## src/rtl/core/fmpc_pkg.sv

```systemverilog
// fmpc_pkg: shared constants and types for the first-match prefix classifier
// holds the table size, field widths, the command codes and the word carried along the chain
// no dependencies
`default_nettype none

package fmpc_pkg;

	// table geometry
	localparam int TABLE_ENTRIES = 16;
	localparam int POS_W         = 8;

	// field widths
	localparam int ADDR_BITS = 32;
	localparam int LEN_W     = 6;
	localparam int IDX_W     = 4;
	localparam int TAG_W     = 16;

	// longest prefix length that is stored
	localparam logic [LEN_W-1:0] MAX_LEN = LEN_W'(ADDR_BITS);

	// command codes
	typedef enum logic {
		CMD_WRITE  = 1'b0,
		CMD_LOOKUP = 1'b1
	} cmd_t;

	// word handed from cell to cell
	typedef struct packed {
		cmd_t                 command;
		logic [IDX_W-1:0]     entry_index;
		logic                 entry_valid;
		logic [ADDR_BITS-1:0] zone_prefix;
		logic [LEN_W-1:0]     zone_length;
		logic [TAG_W-1:0]     zone_tag;
		logic [ADDR_BITS-1:0] dst_address;
		logic                 hit;
		logic [IDX_W-1:0]     match_index;
		logic [TAG_W-1:0]     match_tag;
	} word_t;

endpackage

`default_nettype wire

```

## src/rtl/core/first_match_prefix_classifier_unit.sv

```systemverilog
// a request passes through the stage register of every slot cell, slot 0 first, before its response is valid
// throughput: one word per cycle while the chain is not held; each word moves one cell per cycle through the slot chain
// the whole chain holds while the response waits on rsp_stall
// reset: arst_n clears all slot valid bits and every stage valid, the table starts empty
// top level: first_match_prefix_classifier_unit, depends on fmpc_pkg and fmpc_cell
`default_nettype none

module first_match_prefix_classifier_unit
	import fmpc_pkg::*;
(
	input  wire logic                 clk,
	input  wire logic                 arst_n,
	input  wire logic                 req_valid,
	output logic                      req_stall,
	input  wire logic                 command,
	input  wire logic [IDX_W-1:0]     entry_index,
	input  wire logic                 entry_valid,
	input  wire logic [ADDR_BITS-1:0] zone_prefix,
	input  wire logic [LEN_W-1:0]     zone_length,
	input  wire logic [TAG_W-1:0]     zone_tag,
	input  wire logic [ADDR_BITS-1:0] dst_address,
	output logic                      rsp_valid,
	input  wire logic                 rsp_stall,
	output logic                      hit,
	output logic [IDX_W-1:0]          match_index,
	output logic [TAG_W-1:0]          match_tag
);

	logic                   adv;
	logic [TABLE_ENTRIES:0] chain_vld;
	word_t                  chain_word [TABLE_ENTRIES+1];
	word_t                  in_word;

	// chain moves unless the response is held
	assign adv       = !(chain_vld[TABLE_ENTRIES] && rsp_stall);
	assign req_stall = !adv;

	// incoming word, length saturated to the address width
	always_comb begin
		in_word.command     = cmd_t'(command);
		in_word.entry_index = entry_index;
		in_word.entry_valid = entry_valid;
		in_word.zone_prefix = zone_prefix;
		in_word.zone_length = (zone_length > MAX_LEN) ? MAX_LEN : zone_length;
		in_word.zone_tag    = zone_tag;
		in_word.dst_address = dst_address;
		in_word.hit         = 1'b0;
		in_word.match_index = '0;
		in_word.match_tag   = '0;
	end
	assign chain_word[0] = in_word;
	assign chain_vld[0]  = req_valid;

	// row of slot cells, slot 0 first
	for (genvar g = 0; g < TABLE_ENTRIES; g++) begin : g_cell
		fmpc_cell u_cell (
			.clk       (clk),
			.arst_n    (arst_n),
			.adv       (adv),
			.pos       (POS_W'(g)),
			.prev_vld  (chain_vld[g]),
			.prev_word (chain_word[g]),
			.word_vld  (chain_vld[g+1]),
			.word      (chain_word[g+1])
		);
	end

	// response from the last cell
	assign rsp_valid   = chain_vld[TABLE_ENTRIES];
	assign hit         = chain_word[TABLE_ENTRIES].hit;
	assign match_index = chain_word[TABLE_ENTRIES].match_index;
	assign match_tag   = chain_word[TABLE_ENTRIES].match_tag;

`ifndef SYNTH
	// a miss or a write reports zero slot and tag
	a_miss_zero: assert property (@(posedge clk) disable iff (!arst_n)
		(rsp_valid && !hit) |-> (match_index == '0 && match_tag == '0))
		else $error("miss with nonzero index or tag");

	// a held chain keeps every stage valid bit unchanged
	a_hold_chain: assert property (@(posedge clk) disable iff (!arst_n)
		req_stall |=> $stable(chain_vld[TABLE_ENTRIES:1]))
		else $error("chain moved while held");

	// an accepted word lands in the first cell
	a_enter_first: assert property (@(posedge clk) disable iff (!arst_n)
		(req_valid && !req_stall) |=> chain_vld[1])
		else $error("accepted word lost at chain entry");
`endif

endmodule

`default_nettype wire

```

## src/rtl/core/fmpc_cell.sv

```systemverilog
// fmpc_cell: one table slot of the classifier chain plus one pipeline stage
// stores a write aimed at its slot, resolves a lookup against its entry
// depends on fmpc_pkg
`default_nettype none

module fmpc_cell
	import fmpc_pkg::*;
(
	input  wire logic             clk,
	input  wire logic             arst_n,
	input  wire logic             adv,
	input  wire logic [POS_W-1:0] pos,
	input  wire logic             prev_vld,
	input  wire word_t            prev_word,
	output logic                  word_vld,
	output word_t                 word
);

	logic                 entry_valid_q;
	logic [ADDR_BITS-1:0] entry_prefix_q;
	logic [LEN_W-1:0]     entry_length_q;
	logic [TAG_W-1:0]     entry_tag_q;

	logic                 slot_sel;
	logic [ADDR_BITS-1:0] mask;
	logic                 prefix_hit;
	word_t                next_word;
	logic                 word_vld_s1;
	word_t                word_s1;

	// write targets this slot
	assign slot_sel = ({{(POS_W-IDX_W){1'b0}}, prev_word.entry_index} == pos);

	// top-length-bits mask, zero length gives an all-zero mask
	assign mask       = {ADDR_BITS{1'b1}} << (MAX_LEN - entry_length_q);
	assign prefix_hit = ((prev_word.dst_address ^ entry_prefix_q) & mask) == '0;

	// first match along the chain wins
	always_comb begin
		next_word = prev_word;
		if (prev_word.command == CMD_LOOKUP && !prev_word.hit &&
		    entry_valid_q && prefix_hit) begin
			next_word.hit         = 1'b1;
			next_word.match_index = pos[IDX_W-1:0];
			next_word.match_tag   = entry_tag_q;
		end
	end

	// entry valid bit
	always_ff @(posedge clk or negedge arst_n) begin
		if (!arst_n) begin
			entry_valid_q <= 1'b0;
		end else if (adv && prev_vld && prev_word.command == CMD_WRITE && slot_sel) begin
			entry_valid_q <= prev_word.entry_valid;
		end
	end

	// entry payload
	always_ff @(posedge clk) begin
		if (adv && prev_vld && prev_word.command == CMD_WRITE && slot_sel) begin
			entry_prefix_q <= prev_word.zone_prefix;
			entry_length_q <= prev_word.zone_length;
			entry_tag_q    <= prev_word.zone_tag;
		end
	end

	// stage valid
	always_ff @(posedge clk or negedge arst_n) begin
		if (!arst_n) begin
			word_vld_s1 <= 1'b0;
		end else if (adv) begin
			word_vld_s1 <= prev_vld;
		end
	end

	// stage payload
	always_ff @(posedge clk) begin
		if (adv) begin
			word_s1 <= next_word;
		end
	end

	assign word_vld = word_vld_s1;
	assign word     = word_s1;

endmodule

`default_nettype wire
```

## config.mk

```make
export PLATFORM = sky130hd
export DESIGN_NAME = first_match_prefix_classifier_unit
export DESIGN_NICKNAME = d
export VERILOG_FILES = /design/src/rtl/core/fmpc_pkg.sv /design/src/rtl/core/first_match_prefix_classifier_unit.sv /design/src/rtl/core/fmpc_cell.sv
export SDC_FILE = /design/constraint.sdc
export NUM_CORES = 2
export LEC_CHECK = 0
export ABC_AREA = 1
export BUFFER_PORTS_ARGS = -buffer_cell sky130_fd_sc_hd__buf_2
export CORE_MARGIN = 4
export CORE_UTILIZATION = 67
export CTS_BUF_LIST = sky130_fd_sc_hd__clkbuf_16
export CTS_CLUSTER_SIZE = 30
export DETAILED_ROUTE_END_ITERATION = 8
export PLACE_DENSITY = 0.86
export SYNTH_ARGS = -nofsm -noshare
export SYNTH_HDL_FRONTEND = slang
export SYNTH_SLANG_ARGS = --single-unit
```

## constraint.sdc

```tcl
create_clock -name clk -period 137.1 [get_ports clk]
set_input_delay 6.855 -clock clk [delete_from_list [all_inputs] [get_ports clk]]
set_output_delay 6.855 -clock clk [all_outputs]
set_load 0.1 [all_outputs]
```

==> summary.md <==
| Metric | Value |
|---|---|
| Outcome | `completed` |
| Clock Skew | `between 40 and 50 ps` |
| Async S/R FF share, synth | `under 10%` |
| CTS Buf Count | `about 230` |
| Die H | `slightly below 400 um` |
| Reg2Reg Setup Slack | `roughly 130000 ps` |
| R2R cell count | `6` |
| H-tree Lvls | `4` |
| Routed WL | `roughly 180 mm` |
| P per Cell Area | `approximately 21 nW/um^2` |
| Final worst-path cycle share | `11.0%` |
| Global route overflow | `0` |
| Final net count | `6915` |
| Worst r2r src | `g_cell[15].u_cell.word_vld` |
| Footprint of the multi-input gates | `approximately 18000 sq um` |
| Post-synth top area cell | `edfxtp_1` |
| Peak Freq | `0.0662 GHz` |
| Register area share after synthesis | `between 70% and 80%` |
| First DRT Iteration DRCs | `~4700` |
| Die W | `391 um` |
| R2r endpoint | `g_cell[6].u_cell.word[27]` |
| Post-CTS sizing | `0` |
| Std cell rows | `140` |
| Maximum vdd drop | `0.0137 mV` |
| Synth Flop Type | `edfxtp_1` |
| Mapped cell area | `between 90000 and 100000 sq um` |
| Reg area | `77800 sq um` |
| Largest net degree at the start of global routing | `between 200 and 250` |
| Cell Area, Placed | `101000 sq um` |
| Post-synthesis net count | `6673` |
| Fin crit period | `between 15000 and 20000 ps` |
| Post-layout util | `between 70% and 80%` |
| DRC errors left | `0` |
| Via count | `~50000` |
| Core Area | `approximately 150000 sq um` |
| Warnings, synthesis | `0` |
| Post-CTS Hold Buffers | `0` |
| Share of post-route cells with drive strength above 1 | `a little under a tenth` |
| Final setup fails | `0` |
| Hold Crit Class | `register to register` |
| Slew margin rel. | `between 10% and 20%` |
| Most common cell in the netlist | `edfxtp_1` |
| Register bit total from synthesis | `~2600` |
| Top-area cell type share of the netlist area | `between 70% and 80%` |
| Max Slew Vio Count | `0` |
| Via-to-Cell Ratio | `roughly 5.7` |
| GRT Total Usage | `24.3%` |
| Worst EP arrival | `just over 8000 ps` |
| Clock Latency Late Sink | `around 850 ps` |
| CTS tree | `done` |
| Critical path startpoint category | `input port` |
| Leak | `between 40 and 50 nW` |
| Fillers | `between 7000 and 8000` |
| Final RePlAce weighted congestion | `a little under 1` |
| Synth top area cells | `edfxtp_1 (78%), nand2_1 (5.9%), xor2_1 (4.2%), nand3_1 (1.9%), nand4_1 (1.8%)` |
| EDFF count, synth | `between 2000 and 3000` |
| DRT Pass-1 Iters | `6` |
| # diodes | `0` |
| Boundary Pins | `between 100 and 150` |
| First-pass GRT wire length | `roughly 290 mm` |
| Die ar. | `153000 sq um` |
| Worst setup path start | `rsp_stall` |
| Final instance area | `around 110000 sq um` |
| Cells after Synth | `between 6000 and 7000` |
| CTS Root Cell | `clkbuf_16` |
| TNS Setup | `0 ps` |
| Mean post-synth cell area | `15.1 sq um` |
| Crit Path Class | `input port to output port` |
| Average wire per standard cell | `approximately 21 um` |
| Fin. Hold Viols | `0` |
| CP required | `130240 ps` |
| Layout area overhead | `9.61%` |
| Antenna viol nets, final | `0` |
| CTS sink cnt | `between 2000 and 3000` |
| Crit. End Element | `output port` |
| Worst-path clk slew | `roughly 60 ps` |
| Post-CTS Setup Bufs | `0` |
| Initial Util | `67.5%` |
| Yosys cell types | `37` |
| CP Capture Point | `req_stall` |
| Antenna violations before repair | `0` |
| Worst Tran Pin Value | `roughly 1200 ps` |
| Post-detail-place hpwl | `123 mm` |
| RSZ-0062 raised after global routing | `false` |
| CP Max Fanout | `34` |
| Clock Tree Buf Depth | `3` |
| Max-cap violation count | `0` |
| Vias in the first global route | `slightly above 50000` |
| Post-synth top cells | `edfxtp_1 (2565), nand2_1 (1552), xor2_1 (471)` |
| Port Buffers | `between 100 and 150` |
==> report_power, final <==
part           switching (mW)  internal, mW
logic                   0.196        0.0750
clock network           0.275         0.339
registers               0.150          1.26
==> area by class of cell <==
cell class | instances | share of cell area, %
sequential | 2597 | 72.1
clock inverter | 189 | 1.26
tap | 1917 | 2.22
multi-input combinational | 3366 | 16.8
inverter | 414 | 1.44
clock buffer | 233 | 5.40
timing repair buffer | 145 | 0.770
==> placed cells by master, fill, tap and decap left out, drive strengths merged <==
master / count
edfxtp: 2565
nand2: 1639
inv: 478
xor2: 471
nand3: 403
nand4: 282
nor2: 275
clkbuf: 233
buf: 145
o21ai: 114
clkinv: 104
ha: 64
xnor2: 39
dfrtp: 32
nand3b: 20
a21oi: 18
bufinv: 17
nor3: 17
o21bai: 7
nor4: 7
and2: 5
clkinvlp: 4
mux2: 2
a21boi: 1
o211ai: 1
or4: 1
==> metrics by stage <==
| step | hold WS (ps) | setup WS [ps] | cells | power, mW |
|---|---|---|---|---|
| 6_report | 412 | 122000 | 8861 | 2.30 |
| 5_1_grt | 423 | 121940 | 8861 | 2.40 |
| 4_1_cts | 410 | 122000 | 8861 | 2.31 |
| 3_5_place_dp | 405 | 122040 | 8439 | 1.69 |
| 3_3_place_gp | 402 | 122060 | 8439 | 1.65 |
| 2_1_floorplan | 400 | 81000 | 6513 | 1.80 |
==> metal layers <==
metal | routed length [um] | part of all wire (%) | track usage, %
met1 | 65500 | 36 | 27.0
met2 | 101000 | 55 | 45.9
met3 | 8730 | 4.7 | 3.12
met4 | 8950 | 4.9 | 11.9
met5 | 0 | 0 | 0
==> kinds of logic (layout without fill, tap and decap cells) <==
family                     after synthesis  count (layout)  share of synthesized area, %
and+or+nand+nor                       2649            2649                          12.1
DFF                                   2597            2597                          79.1
buffers and inverters                  550             981                          2.61
xor gates and xnor gates               510             510                          4.54
AOI/OAI and AO/OA                      141             141                         0.816
adders and majority gates               64              64                         0.814
muxes                                    2               2                        0.0229
==> worst min path at each step <==
| stage | start | to | depth (start not counted) |
|---|---|---|---|
| 3_5_place_dp | g_cell[14].u_cell.word[87] | g_cell[15].u_cell.entry_prefix_q[12] | 0 |
| 4_1_cts | g_cell[10].u_cell.word[91] | g_cell[11].u_cell.entry_prefix_q[16] | 0 |
| 6_report | g_cell[10].u_cell.word[91] | g_cell[11].u_cell.entry_prefix_q[16] | 0 |
| 2_1_floorplan | g_cell[14].u_cell.word[69] | g_cell[15].u_cell.entry_length_q[0] | 0 |
| 3_3_place_gp | g_cell[14].u_cell.word[92] | g_cell[15].u_cell.entry_prefix_q[17] | 0 |
| 5_1_grt | g_cell[14].u_cell.word[88] | g_cell[15].u_cell.entry_prefix_q[13] | 0 |
==> state kept, by name, indices dropped and copies added, names as in the netlist <==
| signal | flops |
|---|---|
| g_cell.u_cell.entry_prefix_q | 512 |
| g_cell.u_cell.word_vld | 16 |
| g_cell.u_cell.entry_valid_q | 16 |
| g_cell.u_cell.word | 1701 |
| g_cell.u_cell.entry_tag_q | 256 |
| g_cell.u_cell.entry_length_q | 96 |
==> worst max-delay path, cell delays in order <==
cell     delay [ps]
buf_2           100
nand2_4         250
inv_1           160
buf_4           330
buf_2           500
(Power assumes the default switching activity.)
